$ cat config.mk
export PLATFORM = sky130hd
export DESIGN_NAME = utf8_six_byte_decoder_core
export DESIGN_NICKNAME = d
export VERILOG_FILES = /design/src/rtl/core/utf8sd_pkg.sv /design/src/rtl/core/utf8sd_step.sv /design/src/rtl/core/utf8_six_byte_decoder_core.sv
export SDC_FILE = /design/constraint.sdc
export NUM_CORES = 1
export LEC_CHECK = 0
export ABC_CLOCK_PERIOD_IN_PS = 3800
export BUFFER_PORTS_ARGS = -buffer_cell sky130_fd_sc_hd__buf_4
export CORE_MARGIN = 2
export CORE_UTILIZATION = 45
export DETAILED_ROUTE_END_ITERATION = 7
export PLACE_DENSITY = 0.76
export SETUP_SLACK_MARGIN = 0.2
export SYNTH_ARGS = -nofsm -noshare
export SYNTH_HDL_FRONTEND = slang
export SYNTH_SLANG_ARGS = --single-unit
export TNS_END_PERCENT = 10
$ cat constraint.sdc
create_clock -name clk -period 3.8 [get_ports clk]
set_clock_uncertainty 0.1 [all_clocks]
set_input_delay 0.76 -clock clk [delete_from_list [all_inputs] [get_ports clk]]
set_output_delay 0.76 -clock clk [all_outputs]
set_load 0.02 [all_outputs]
$ cat src/rtl/core/utf8sd_pkg.sv
// ----------------------------------------------------------------------------
// utf8sd_pkg: shared types and constants of the six-byte UTF-8 decoder
// Widths of the code point and byte count, the decoder state record and
// the lead byte masks.
// ----------------------------------------------------------------------------
package utf8sd_pkg;

	localparam int unsigned BYTE_W = 8;
	localparam int unsigned CP_W   = 31;
	localparam int unsigned CNT_W  = 3;

	// Lead byte class masks, tested from the longest sequence down.
	localparam logic [BYTE_W-1:0] LEAD6_MASK = 8'hFC;
	localparam logic [BYTE_W-1:0] LEAD5_MASK = 8'hF8;
	localparam logic [BYTE_W-1:0] LEAD4_MASK = 8'hF0;
	localparam logic [BYTE_W-1:0] LEAD3_MASK = 8'hE0;
	localparam logic [BYTE_W-1:0] LEAD2_MASK = 8'hC0;
	localparam logic [BYTE_W-1:0] CONT_MASK  = 8'h3F;
	localparam logic [BYTE_W-1:0] ASCII_LIM  = 8'h80;

	// Lengths of the sequences.
	localparam logic [CNT_W-1:0] LEN_ONE   = 3'd1;
	localparam logic [CNT_W-1:0] LEN_TWO   = 3'd2;
	localparam logic [CNT_W-1:0] LEN_THREE = 3'd3;
	localparam logic [CNT_W-1:0] LEN_FOUR  = 3'd4;
	localparam logic [CNT_W-1:0] LEN_FIVE  = 3'd5;
	localparam logic [CNT_W-1:0] LEN_SIX   = 3'd6;

	// Sequence state carried from one word to the next.
	typedef struct packed {
		logic [CNT_W-1:0] pending;
		logic [CP_W-1:0]  partial;
		logic [CNT_W-1:0] size;
	} dec_state_t;

	// One decoded character.
	typedef struct packed {
		logic             emit;
		logic [CP_W-1:0]  code_point;
		logic [CNT_W-1:0] byte_count;
	} dec_result_t;

endpackage

$ cat src/rtl/core/utf8sd_step.sv
// ----------------------------------------------------------------------------
// utf8sd_step: combinational decode of one byte
// Takes the current sequence state and one byte and gives the next state
// and, when a character completes, the decoded result.
// ----------------------------------------------------------------------------
module utf8sd_step
	import utf8sd_pkg::*;
(
	input  logic [BYTE_W-1:0] byte_in,
	input  dec_state_t        state_cur,
	output dec_state_t        state_nxt,
	output dec_result_t       result
);

	logic [CNT_W-1:0] pend_dec;
	logic [CP_W-1:0]  cont_bits;
	logic [5:0]       low6;

	assign low6     = byte_in[5:0] & CONT_MASK[5:0];
	assign pend_dec = state_cur.pending - 3'd1;

	// Place the six continuation bits by the number of bytes still to come.
	always_comb begin
		cont_bits = '0;
		case (pend_dec)
			3'd0: cont_bits[5:0]   = low6;
			3'd1: cont_bits[11:6]  = low6;
			3'd2: cont_bits[17:12] = low6;
			3'd3: cont_bits[23:18] = low6;
			3'd4: cont_bits[29:24] = low6;
			default: cont_bits = '0;
		endcase
	end

	// Continue an open sequence, or sort the byte as a lead.
	always_comb begin
		state_nxt = state_cur;
		result    = '0;
		if (state_cur.pending != '0) begin
			state_nxt.pending = pend_dec;
			state_nxt.partial = state_cur.partial | cont_bits;
			if (pend_dec == '0) begin
				result.emit       = 1'b1;
				result.code_point = state_cur.partial | cont_bits;
				result.byte_count = state_cur.size;
				state_nxt.partial = '0;
				state_nxt.size    = '0;
			end
		end else if (byte_in < ASCII_LIM) begin
			result.emit       = 1'b1;
			result.code_point = {{(CP_W-BYTE_W){1'b0}}, byte_in};
			result.byte_count = LEN_ONE;
		end else if ((byte_in & LEAD6_MASK) == LEAD6_MASK) begin
			state_nxt.pending = LEN_FIVE;
			state_nxt.size    = LEN_SIX;
			state_nxt.partial = {byte_in[0], 30'd0};
		end else if ((byte_in & LEAD5_MASK) == LEAD5_MASK) begin
			state_nxt.pending = LEN_FOUR;
			state_nxt.size    = LEN_FIVE;
			state_nxt.partial = {5'd0, byte_in[1:0], 24'd0};
		end else if ((byte_in & LEAD4_MASK) == LEAD4_MASK) begin
			state_nxt.pending = LEN_THREE;
			state_nxt.size    = LEN_FOUR;
			state_nxt.partial = {10'd0, byte_in[2:0], 18'd0};
		end else if ((byte_in & LEAD3_MASK) == LEAD3_MASK) begin
			state_nxt.pending = LEN_TWO;
			state_nxt.size    = LEN_THREE;
			state_nxt.partial = {15'd0, byte_in[3:0], 12'd0};
		end else if ((byte_in & LEAD2_MASK) == LEAD2_MASK) begin
			state_nxt.pending = LEN_ONE;
			state_nxt.size    = LEN_TWO;
			state_nxt.partial = {20'd0, byte_in[4:0], 6'd0};
		end else begin
			// A stray continuation byte is consumed and gives code point zero.
			result.emit       = 1'b1;
			result.code_point = '0;
			result.byte_count = LEN_ONE;
		end
	end

endmodule

$ cat src/rtl/core/utf8_six_byte_decoder_core.sv
// ----------------------------------------------------------------------------
// utf8_six_byte_decoder_core: six-byte UTF-8 decoder
// Decodes a byte stream in the original UTF-8 form into 31-bit code points.
//
//   channel  direction  payload                 handshake
//   in       input      in_byte                 in_valid / in_stall
//   out      output     code_point, byte_count  out_valid / out_stall
//
// A byte is registered on acceptance and decoded from the input register into the
// output register, so a character word passes both registers after its last byte.
// One byte is taken in every cycle while the output is not stalled; the state
// update of the sequence registers, once per byte, sets that rate.
// Reset clears the sequence state and both valid flags.
// A stalled output word holds the pipeline; the input stalls only while its
// register is full and cannot advance.
// ----------------------------------------------------------------------------
module utf8_six_byte_decoder_core
	import utf8sd_pkg::*;
(
	input  logic              clk,
	input  logic              arst_n,
	input  logic [BYTE_W-1:0] in_byte,
	input  logic              in_valid,
	output logic              in_stall,
	output logic [CP_W-1:0]   code_point,
	output logic [CNT_W-1:0]  byte_count,
	output logic              out_valid,
	input  logic              out_stall
);

	logic              valid_s1;
	logic [BYTE_W-1:0] byte_s1;
	logic              valid_s2;
	logic [CP_W-1:0]   cp_s2;
	logic [CNT_W-1:0]  cnt_s2;
	dec_state_t        state_q;
	dec_state_t        state_nxt;
	dec_result_t       result;
	logic              advance;

	// The decode stage moves whenever the output register is free or taken.
	assign advance  = !(valid_s2 && out_stall);
	assign in_stall = valid_s1 && !advance;

	// Input register.
	always_ff @(posedge clk or negedge arst_n) begin
		if (!arst_n) begin
			valid_s1 <= 1'b0;
		end else if (!in_stall) begin
			valid_s1 <= in_valid;
		end
	end

	always_ff @(posedge clk) begin
		if (!in_stall && in_valid) begin
			byte_s1 <= in_byte;
		end
	end

	// Decode of the registered byte.
	utf8sd_step u_step (
		.byte_in   (byte_s1),
		.state_cur (state_q),
		.state_nxt (state_nxt),
		.result    (result)
	);

	// Sequence state, updated as each byte leaves the input register.
	always_ff @(posedge clk or negedge arst_n) begin
		if (!arst_n) begin
			state_q <= '0;
		end else if (valid_s1 && advance) begin
			state_q <= state_nxt;
		end
	end

	// Output register.
	always_ff @(posedge clk or negedge arst_n) begin
		if (!arst_n) begin
			valid_s2 <= 1'b0;
		end else if (advance) begin
			valid_s2 <= valid_s1 && result.emit;
		end
	end

	always_ff @(posedge clk) begin
		if (advance && valid_s1 && result.emit) begin
			cp_s2  <= result.code_point;
			cnt_s2 <= result.byte_count;
		end
	end

	assign out_valid  = valid_s2;
	assign code_point = cp_s2;
	assign byte_count = cnt_s2;

	// An open sequence always has more bytes in total than it still expects.
	assert property (@(posedge clk) disable iff (!arst_n)
		(state_q.pending != '0) |-> (state_q.size > state_q.pending))
		else $error("sequence size not above pending count");

	// With no sequence open the gathered bits and size are cleared.
	assert property (@(posedge clk) disable iff (!arst_n)
		(state_q.pending == '0) |-> (state_q.partial == '0 && state_q.size == '0))
		else $error("idle sequence state not cleared");

	// Every output word carries a length of one to six bytes.
	assert property (@(posedge clk) disable iff (!arst_n)
		valid_s2 |-> (cnt_s2 >= LEN_ONE && cnt_s2 <= LEN_SIX))
		else $error("byte count out of range");

	// A single-byte word never carries a value above seven bits.
	assert property (@(posedge clk) disable iff (!arst_n)
		(valid_s2 && cnt_s2 == LEN_ONE) |-> (cp_s2[CP_W-1:7] == '0))
		else $error("single byte word too wide");

endmodule

# Word level (Yosys, flattened, before mapping)
# Index checks and enable logic that the tools add are counted.
[word_totals]
input_bits = 12
output_inout_bits = 36
reg_bits = 81
wordCells = 56
[op_classes]
mux = 21
order_cmp = 1
n_eq_ne = 11
reduce_logical = 13
bitwise = 1
addsub = 1
[op_table]
columns = ["cell", "n"]
rows = [
  ["35-bit 2-to-1 mux", 8],
  ["37-bit 2-to-1 mux", 7],
  ["34-bit 2-to-1 mux", 1],
  ["31-bit by 30-bit OR with 31-bit output", 1],
  ["6-bit 2-to-1 mux", 5],
  ["8-bit < comparator (second input constant)", 1],
  ["3-bit by 2-bit equality test with 1-bit output (second input constant)", 2],
  ["3-bit equality test (second input constant)", 2],
  ["6-bit equality test (second input constant)", 1],
  ["1-bit logical AND", 6],
  ["6-bit nonzero test", 1],
  ["5-bit equality test (second input constant)", 1],
  ["4-bit equality test (second input constant)", 1],
  ["4-bit AND reduction", 1],
  ["3-bit by 1-bit equality test with 1-bit output (second input constant)", 1],
  ["3-bit zero test", 1],
  ["3-bit AND reduction", 1],
  ["3-bit nonzero test", 1],
  ["3-bit by 1-bit subtractor with 3-bit output (second input constant)", 1],
  ["2-bit equality test (second input constant)", 1],
  ["1-bit zero test", 2],
  ["2-bit by 1-bit inequality test with 1-bit output (second input constant)", 1],
  ["2-bit inequality test (second input constant)", 1],
]

# Logic depth before layout (Yosys ltp)
# Gate-level depths: netlist (run 1).
[depth]
word_depth = 9
mapped_depth = 8

# Cells and area by module
# A second synthesis (run 1) with hierarchy kept.
[unflattened]
hier_cells = 359
hier_area_um2 = 4335.4
[modules_own_cells]
columns = ["module", "n_inst", "area_each_um2", "cells_each", "seq_area_each_um2"]
rows = [
  ["utf8_six_byte_decoder_core", 1, 2886.5, 131, 2237.1],
  ["utf8sd_step", 1, 1448.9, 228, 0.0],
]

# Worst setup path after synthesis (run 1)
# Ideal clock, no wire load.
[synth_path]
path_kind = "register -> register"
startpoint = "register state_q[34] (netlist bit)"
endpoint = "register cnt_s2[0] (netlist: byte_count[0]) (enable)"
setup_slack_ns = 0.229
arrival_ns = 3.033
stages_incl_launch_ff = 6
setup_ns = 0.438
n_path_buf = 0
path_cell_list = "dfrtp_1 > inv_1 > ha_1 > nor4b_4 > nor2_1 > a21oi_1"
[synth_between]
elab_chain_len = 5
[synth_rtl]
columns = ["item", "line_no", "rtl"]
rows = [
  ["start, declared", "utf8_six_byte_decoder_core.sv:36", "dec_state_t state_q;"],
  ["start signal, assigned", "utf8_six_byte_decoder_core.sv:73", "state_q <= state_nxt;"],
  ["3-bit by 1-bit subtractor with 3-bit output", "utf8sd_step.sv:20", "assign pend_dec = state_cur.pending - 3'd1;"],
  ["3-bit zero test", "utf8sd_step.sv:42", "if (pend_dec == '0) begin"],
  ["35-bit 2-to-1 mux", "utf8sd_step.sv:42", ""],
  ["35-bit 2-to-1 mux *", "utf8sd_step.sv:39", "if (state_cur.pending != '0) begin"],
  ["1-bit logical AND *", "utf8_six_byte_decoder_core.sv:87", "if (advance && valid_s1 && result.emit) begin"],
  ["end signal, assigned", "utf8_six_byte_decoder_core.sv:89", "cnt_s2 <= result.byte_count;"],
  ["end, declared", "utf8_six_byte_decoder_core.sv:35", "logic [CNT_W-1:0] cnt_s2;"],
]
# Mark *: on every way between the ends. The rest lies on a longest branch, timed or not.
# A chain may end at the register's enable or synchronous reset.

# Worst setup path in the final report (run 1)
[layout_path]
startpoint = "register state_q[35] (netlist bit)"
endpoint = "register cp_s2[24] (netlist: code_point[24]) (enable)"
[layout_between]
elab_chain_len = 5
[layout_rtl]
columns = ["item", "line_no", "rtl"]
rows = [
  ["3-bit by 1-bit subtractor with 3-bit output", "utf8sd_step.sv:20", ""],
  ["3-bit zero test", "utf8sd_step.sv:42", ""],
  ["35-bit 2-to-1 mux", "utf8sd_step.sv:42", ""],
  ["35-bit 2-to-1 mux *", "utf8sd_step.sv:39", ""],
  ["1-bit logical AND *", "utf8_six_byte_decoder_core.sv:87", ""],
  ["end signal, assigned", "utf8_six_byte_decoder_core.sv:88", "cp_s2 <= result.code_point;"],
  ["end, declared", "utf8_six_byte_decoder_core.sv:34", "logic [CP_W-1:0] cp_s2;"],
]
# Marks and branches as above.

==> results of run 1 <==
## routing by layer
metal | wire length (um) | share of wire (%) | up-vias | global-route usage (%)
met1 | 3220 | 43 | 1192 | 24.2
met5 | 0 | 0 | - | 0
li1 | - | - | 1186 | -
met3 | 468 | 6.3 | 10 | 5.04
met4 | 102 | 1.4 | 0 | 6.50
met2 | 3610 | 49 | 83 | 29.9
## state kept, by name, indices dropped and copies added, names as in the netlist
name / flops
code_point: 31
out_valid: 1
valid_s1: 1
byte_s1: 8
byte_count: 3
state_q: 37
## power by group through the flow
stage               clock network, mW  logic [mW]  registers [mW]
floorplan                           0       0.679            1.39
global placement                    0        1.00            1.34
detailed placement                  0        1.03            1.35
CTS                             0.694        1.03            1.33
global route                    0.727        1.13            1.36
finish                          0.677        1.02            1.33
## final cells by class
type	count	area [um^2]
Timing Repair Buffer	50	375
Clock buffer	10	128
Inverter	7	26.3
Clock inverter	6	92.6
Fill cell	719	3490
Tap cell	102	128
Multi-Input combinational cell	200	1210
Sequential cell	81	2240
## path summary, 6_finish.rpt
path	to	slack (ps)
worst max register to register	code_point[24]	1180
max in group asynchronous	state_q[22]	2960
worst min-delay path	state_q[26]	270
min in group clk	state_q[8]	390
worst max-delay path	code_point[24]	1180
worst min register to register	state_q[8]	390
## cells by family (layout without fill, tap and decap cells)
group                      count (synthesis)  after routing  share of synthesized area, %
AOI/OAI and AO/OA                         82             82                          16.1
adders and majority gates                  5              5                          1.76
xor gates and xnor gates                   1              1                         0.247
buffers and inverters                     25             73                          3.18
and+or+nand+nor                          110            110                          14.9
DFF                                       81             81                          63.1
muxes                                      2              2                         0.635
## cell usage after synthesis, types with 2 or more instances
library cell / n / area share [%]
a31oi_1: 9 / 1.6
a21oi_1: 38 / 5.4
buf_2: 9 / 1.3
clkbuf_1: 7 / 0.74
nand3_1: 8 / 1.1
a32o_1: 8 / 2.3
buf_4: 2 / 0.42
o21ai_0: 3 / 0.42
nand2_1: 27 / 2.9
inv_1: 7 / 0.74
o211ai_1: 3 / 0.64
dfrtp_1: 39 / 28
nand2b_1: 3 / 0.53
o221ai_1: 3 / 0.74
nor2b_1: 3 / 0.53
ha_1: 5 / 1.8
and2_1: 14 / 2.5
nor2_1: 44 / 4.7
edfxtp_1: 42 / 36
and3_1: 2 / 0.35
o21ai_1: 4 / 0.56
o31ai_1: 2 / 0.42
## worst reg2reg max path, delay by kind of cell, from the launching register on
family / cells / cell delay (ps)
compound gates: 1 / 370
simple gates: 2 / 530
buf+inv: 2 / 500
flops: 1 / 420
fa+ha+maj: 1 / 370
==> impl_metrics.json, run 1 <==
{
  "cap_violations": 0,
  "hold_class": "primary input to async pin",
  "worst_slew_pin_slew_ps": 980,
  "rows": 32,
  "drc": 0,
  "critPathSlowestCell": "dfrtp_1",
  "p_int_mw": 1.95,
  "io_pins": 48,
  "cpPeakStageDelay_ps": 420,
  "syn-num-nets": 323,
  "start_kind": "register",
  "final-setup-viol-count": 0,
  "synth_edf_count": 42,
  "outcome": "finished, final reports clean",
  "grt_antenna_before_repair": 0,
  "r2r_start": "state_q[35]",
  "fin_area_um2": 4190,
  "cp_cell_sequence": "inv_1 > ha_1 > nor4b_4 > nor2_1 > a21oi_4 > buf_4",
  "cts_resized": 0,
  "cts_tree": "done",
  "finalSetupTns_ps": 0,
  "worst-r2r-cell-count": 6,
  "pwr-share-clk_pct": 22.3,
  "total_power_mw": 3.04,
  "cts.clk_slew.worst_paths_ps": 80,
  "worst-setup-path-type": "register to register",
  "clkLatencyLatePin_ps": 350,
  "postCtsHoldBufs": 0,
  "dp_cells": 440,
  "post_cts_buffers": 0,
  "grt_pass1_vias": 2408,
  "cp_data_arrival_time_ps": 2540,
  "min_period_ps": 2620,
  "grt_first_pass_wirelength_um": 12100,
  "p_seq_share_pct": 43.9,
  "synth_ff_type": "edfxtp_1",
  "crit_fanout": 26,
  "die_h_um": 92.8,
  "area_delta_synth_final_pct": 18.3,
  "max_freq_mhz": 381,
  "syn_inst": 306,
  "rsz0062_at_grt": "false",
  "end_kind": "register",
  "crit_required_ps": 3720,
  "crit_buf_inv": 2,
  "grt_use_total_pct": 18.5,
  "seq_area_frac_synth_pct": 63.1,
  "via_per_inst": 5.42,
  "utilization_pct": 54.5,
  "grt_max_degree": 40,
  "cts_made_buffers": 9,
  "synth.distinct_cells": 46,
  "coreArea_um2": 7690,
  "initialDrtViolationCount": 137,
  "synth-seq-cells": 81,
  "finalNonFillerCells": 456,
  "num_antenna_cells": 0,
  "p_sw_mw": 1.09,
  "comb_power_share_pct": 33.8,
  "ant_nets": 0,
  "leakage_nw": 1.71,
  "vdd_ir_drop_max_mv": 0.384,
  "startpoint": "state_q[35]",
  "htree_levels": 3,
  "powerDensity_nw_per_um2": 724,
  "layout.cells.most_common_list": "buf_4, nor2_1, edfxtp_1",
  "cts-root-buf": "clkbuf_8",
  "num_vias": 2471,
  "drtPass1Iterations": 4,
  "routed_wl_um": 7390,
  "hold_violations": 0,
  "drive_above_1_share_pct": 22.3,
  "nets": 366,
  "hold_slack_ps": 272,
  "dpl_cell_area_um2": 3970,
  "overflow": 0,
  "pre_cts_ws_ps": 1190,
  "max_slew_margin_pct": 34.7,
  "postSynth.asyncResetShare_pct": 48.1,
  "clockBufferDepth": 2,
  "dp_hpwl_um": 5030,
  "netSwitchingFraction_pct": 35.9,
  "post_drt_wl_per_cell_um": 16.2,
  "cts_sinks": 81,
  "dieArea_um2": 8600,
  "fin_crit_sh_pct": 69.0,
  "fin_ws_ps": 1180,
  "io_buffers": 47,
  "cp_top_family": "simple AND/OR/NAND/NOR gates",
  "routabilityCongestion": 0.925,
  "die-width_um": 92.8,
  "drv_slew": 0,
  "worstSetupPathDepth": 6,
  "avgSynthCellArea_um2": 11.6,
  "layout_commonest_cell": "buf_4",
  "start_util_pct": 46.1,
  "synth_area_um2": 3540,
  "ys_warn_count": 0
}
Note: power is estimated with default switching activity, not from simulation.
==> inputs of run 2 (changes only) <==
--- a/config.mk
+++ b/config.mk
@@ -5,12 +5,12 @@
 export SDC_FILE = /design/constraint.sdc
 export NUM_CORES = 1
 export LEC_CHECK = 0
-export ABC_CLOCK_PERIOD_IN_PS = 3800
+export ABC_CLOCK_PERIOD_IN_PS = 2610
 export BUFFER_PORTS_ARGS = -buffer_cell sky130_fd_sc_hd__buf_4
 export CORE_MARGIN = 2
 export CORE_UTILIZATION = 45
 export DETAILED_ROUTE_END_ITERATION = 7
-export PLACE_DENSITY = 0.76
+export PLACE_DENSITY = 0.74
 export SETUP_SLACK_MARGIN = 0.2
 export SYNTH_ARGS = -nofsm -noshare
 export SYNTH_HDL_FRONTEND = slang
==> constraint.sdc (replaced) <==
create_clock -name clk -period 2.61 [get_ports clk]
set_clock_uncertainty 0.1 [all_clocks]
set_input_delay 0.522 -clock clk [delete_from_list [all_inputs] [get_ports clk]]
set_output_delay 0.522 -clock clk [all_outputs]
set_load 0.02 [all_outputs]
==> run 2 against run 1 <==
  * Setup slack worse by 800 ps
  * Sequential share of layout area down 0.40 points
  * Flip-flop and latch count unchanged
==> impl_metrics.json, run 2 (synthesized netlist as in run 1, its figures left out) <==
{
  "initialDrtViolationCount": 198,
  "post_drt_wl_per_cell_um": 15.8,
  "leakage_nw": 1.72,
  "largest_register": "state_q",
  "regToRegSetupSlack_ps": 370,
  "grt_pass1_vias": 2399,
  "htree_levels": 3,
  "postCtsHoldBufs": 0,
  "layout.cells.most_common_list": "buf_4, nor2_1, edfxtp_1",
  "cap_violations": 0,
  "layout_commonest_cell": "buf_4",
  "max_slew_margin_pct": 52.8,
  "r2r_start": "state_q[34]",
  "cts_tree": "done",
  "drc": 0,
  "crit_required_ps": 2760,
  "pre_cts_ws_ps": 325,
  "worst-r2r-cell-count": 6,
  "grt_antenna_before_repair": 0,
  "rows": 32,
  "rr_endpoint": "state_q[28]",
  "overflow": 0,
  "clkLatencyLatePin_ps": 350,
  "min_period_ps": 2240,
  "outcome": "finished, final reports clean",
  "netSwitchingFraction_pct": 36.9,
  "cts_resized": 0,
  "routabilityCongestion": 0.897,
  "start_util_pct": 46.1,
  "end_kind": "register",
  "crit_buf_inv": 1,
  "via_per_inst": 5.34,
  "p_sw_mw": 1.59,
  "grt_use_total_pct": 18.3,
  "comb_power_share_pct": 36.1,
  "dpl_cell_area_um2": 4040,
  "routed_wl_um": 7330,
  "largest_register_ffs": 37,
  "die_h_um": 92.8,
  "nets": 373,
  "num_antenna_cells": 0,
  "io_pins": 48,
  "worstSetupPathDepth": 6,
  "drtPass1Iterations": 4,
  "fin_ws_ps": 372,
  "max_freq_mhz": 447,
  "num_vias": 2474,
  "cp_data_arrival_time_ps": 2390,
  "worst_slew_pin_slew_ps": 706,
  "fin_crit_sh_pct": 85.7,
  "cp_cell_sequence": "inv_1 > ha_2 > xnor2_1 > nor2b_1 > mux2_1 > a32o_1",
  "start_kind": "register",
  "drive_above_1_share_pct": 24.4,
  "cts_made_buffers": 9,
  "cp_top_family": "flip-flops",
  "coreArea_um2": 7690,
  "powerDensity_nw_per_um2": 1020,
  "critPathSlowestCell": "dfrtp_1",
  "p_seq_share_pct": 45.1,
  "p_int_mw": 2.71,
  "hold_class": "primary input to async pin",
  "die-width_um": 92.8,
  "io_buffers": 47,
  "final-setup-viol-count": 0,
  "utilization_pct": 54.9,
  "vdd_ir_drop_max_mv": 0.416,
  "rsz0062_at_grt": "false",
  "fill_cells": 657,
  "fin_area_um2": 4220,
  "hold_violations": 0,
  "cts-root-buf": "clkbuf_8",
  "dp_hpwl_um": 4940,
  "dieArea_um2": 8600,
  "grt_max_degree": 40,
  "worst-setup-path-type": "register to register",
  "finalSetupTns_ps": 0,
  "cts.clk_slew.worst_paths_ps": 80,
  "clockBufferDepth": 2,
  "cts_sinks": 81,
  "cpPeakStageDelay_ps": 420,
  "drv_slew": 0,
  "area_delta_synth_final_pct": 19.2,
  "pwr-share-clk_pct": 18.8,
  "crit_fanout": 11,
  "grt_first_pass_wirelength_um": 12000,
  "post_cts_buffers": 0,
  "ant_nets": 0
}
run 2: power by group through the flow:
| stage | clock, mW | sequential (mW) | combinational (mW) |
|---|---|---|---|
| 2_1_floorplan | 0 | 2.02 | 1.01 |
| 3_3_place_gp | 0 | 1.95 | 1.51 |
| 3_5_place_dp | 0 | 1.96 | 1.54 |
| 4_1_cts | 0.827 | 1.94 | 1.55 |
| 5_1_grt | 0.880 | 1.98 | 1.72 |
| 6_report | 0.809 | 1.94 | 1.55 |
run 2: metal layers:
metal / up-vias / global-route usage (%) / wire length (um)
met5: - / 0 / 0
met4: 0 / 7.23 / 131
met3: 10 / 3.99 / 504
met2: 89 / 28.0 / 3390
met1: 1178 / 25.5 / 3300
li1: 1197 / - / -
run 2: layout make-up:
type	count	area, um^2	area share, %
clock inverter	4	28.8	0.681
sequential	81	2240	53.0
clock buffer	12	145	3.44
tap	102	128	3.02
multi-input combinational	200	1220	28.9
inverter	7	26.3	0.622
timing repair buffer	57	440	10.4
run 2: metrics by stage:
| stage | std cells | total power, mW | hold WS (ps) |
|---|---|---|---|
| final | 463 | 4.30 | 35.6 |
| after global routing | 463 | 4.58 | 67.8 |
| after CTS | 462 | 4.31 | 41.2 |
| after detailed placement | 446 | 3.50 | 357 |
| after global placement | 446 | 3.46 | 342 |
| after floorplan | 306 | 3.03 | 126 |
run 2: worst max-delay path by stage:
stage                      startpoint              to  slack [ps]
after floorplan           state_q[35]   byte_count[0]         200
after global placement    state_q[35]   code_point[2]         410
after detailed placement  state_q[35]  code_point[26]         320
after CTS                 state_q[35]  code_point[26]         310
after global routing      state_q[34]     state_q[28]         220
final                     state_q[34]     state_q[28]         370
==> inputs of run 3 (changes only) <==
--- a/config.mk
+++ b/config.mk
@@ -10,6 +10,7 @@
 export CORE_MARGIN = 2
 export CORE_UTILIZATION = 45
 export DETAILED_ROUTE_END_ITERATION = 7
+export MAX_ROUTING_LAYER = met4
 export PLACE_DENSITY = 0.74
 export SETUP_SLACK_MARGIN = 0.2
 export SYNTH_ARGS = -nofsm -noshare
==> run 3 against run 2 <==
  * Utilization up 0.29 points
  * Power up 3.0%
  * Sequential power about the same
  * Non-clock buffer count down 2
  * Global-route usage up 0.53 points
  * Fmax up 1.1%
  * Routed wire length down 1.5%
  * Via count up 0.32%
  * Combinational power about the same
  * Clock-buffer cell count down 1
  * Clock power up 14%
  * First-iteration DRC count down 0.51%
  * Critical path type unchanged
==> impl_metrics.json, run 3 (synthesized netlist as in run 1, its figures left out) <==
{
  "vdd_ir_drop_max_mv": 0.467,
  "num_vias": 2482,
  "htree_levels": 3,
  "rsz0062_at_grt": "false",
  "grt_pass1_vias": 2388,
  "largest_register": "state_q",
  "crit_required_ps": 2620,
  "worst_slew_pin_slew_ps": 724,
  "postCtsHoldBufs": 0,
  "outcome": "finished, final reports clean",
  "routed_wl_um": 7220,
  "overflow": 0,
  "drv_slew": 0,
  "area_delta_synth_final_pct": 19.8,
  "nets": 371,
  "clkLatencyLatePin_ps": 360,
  "dp_cells": 444,
  "largest_register_ffs": 37,
  "layout_commonest_cell": "buf_4",
  "cts.clk_slew.worst_paths_ps": 80,
  "cp_cell_sequence": "inv_1 > ha_1 > nor4b_4 > buf_4 > or2_1 > nor2_2 > nor2_1",
  "rows": 32,
  "pre_cts_ws_ps": 318,
  "fin_crit_sh_pct": 84.8,
  "leakage_nw": 1.73,
  "grt_use_total_pct": 18.8,
  "cts_made_buffers": 9,
  "cap_violations": 0,
  "io_pins": 48,
  "hold_class": "primary input to async pin",
  "die-width_um": 92.8,
  "fill_cells": 666,
  "die_h_um": 92.8,
  "drtPass1Iterations": 4,
  "min_period_ps": 2210,
  "max_freq_mhz": 452,
  "crit_fanout": 10,
  "cpPeakStageDelay_ps": 400,
  "start_kind": "register",
  "start_util_pct": 46.1,
  "fin_ws_ps": 396,
  "drive_above_1_share_pct": 24.5,
  "dp_hpwl_um": 4920,
  "grt_first_pass_wirelength_um": 12000,
  "cp_data_arrival_time_ps": 2220,
  "grt_max_degree": 40,
  "powerDensity_nw_per_um2": 1040,
  "grt_antenna_before_repair": 0,
  "critPathSlowestCell": "dfrtp_1",
  "num_antenna_cells": 0,
  "final-setup-viol-count": 0,
  "cts_tree": "done",
  "routabilityCongestion": 0.895,
  "via_per_inst": 5.38,
  "dieArea_um2": 8600,
  "hold_violations": 0,
  "post_drt_wl_per_cell_um": 15.7,
  "crit_buf_inv": 2,
  "ant_nets": 0,
  "io_buffers": 47,
  "coreArea_um2": 7690,
  "finalSetupTns_ps": 0,
  "drc": 0,
  "cts_sinks": 81,
  "clockBufferDepth": 2,
  "end_kind": "register",
  "initialDrtViolationCount": 197,
  "finalNonFillerCells": 461,
  "worst-setup-path-type": "register to register",
  "layout.cells.most_common_list": "buf_4, nor2_1, edfxtp_1",
  "cts-root-buf": "clkbuf_8",
  "total_power_mw": 4.43,
  "max_slew_margin_pct": 51.7,
  "cp_top_family": "simple AND/OR/NAND/NOR gates"
}
run 3: final cells by class:
class	instances	area (um^2)	area share [%]
multi-input combinational	200	1230	28.9
sequential	81	2240	52.7
inverter	7	26.3	0.619
tap	102	128	3.01
timing repair buffer	55	425	10.0
clock buffer	11	141	3.33
clock inverter	5	62.6	1.47
run 3: final timing paths:
kind | startpoint | endpoint | slack (ps) | depth (start not counted)
min in group clk | in_byte[0] | byte_s1[0] | 240 | 1
max in group asynchronous | arst_n | state_q[23] | 2030 | 1
min reg2reg | state_q[2] | state_q[2] | 360 | 2
max reg2reg | state_q[35] | code_point[1] | 400 | 7
max | state_q[35] | code_point[1] | 400 | 7
min | arst_n | state_q[26] | 20 | 1
run 3: per-stage QoR:
step	instance area, um^2	hold slack (ps)	utilization (%)
2_1_floorplan	3570	126	-
3_3_place_gp	4030	343	52.4
3_5_place_dp	4030	349	52.4
4_1_cts	4230	39.2	55.0
5_1_grt	4250	67.2	55.2
6_report	4250	21.5	55.2
run 3: worst reg2reg max path: cells and delay by family (launching register included):
family	cells	cell delay, ps
AND/OR/NAND/NOR	4	910
flip-flops	1	400
adder cells (fa/ha/maj)	1	300
buffers and inverters	2	270
run 3: repair_timing:
| item | 4_1_cts | 5_1_grt |
|---|---|---|
| setup endpoints to repair | 0 | 29 |
| buffers inserted | 0 | 1 |
| endpoints found under the hold margin | 0 | 0 |
| gates resized for setup | 0 | 1 |
run 3: metal layers:
| metal | wire length [um] | up-vias | GRT usage (%) |
|---|---|---|---|
| li1 | - | 1191 | - |
| met1 | 3190 | 1188 | 25.8 |
| met2 | 3400 | 93 | 28.1 |
| met3 | 539 | 10 | 4.07 |
| met4 | 89 | 0 | 6.37 |
| met5 | 0 | - | - |
run 3: power breakdown:
part           switching (mW)  internal, mW  total [mW]
Sequential              0.229          1.72        1.95
Clock                   0.449         0.473       0.921
Combinational           0.933         0.625        1.56
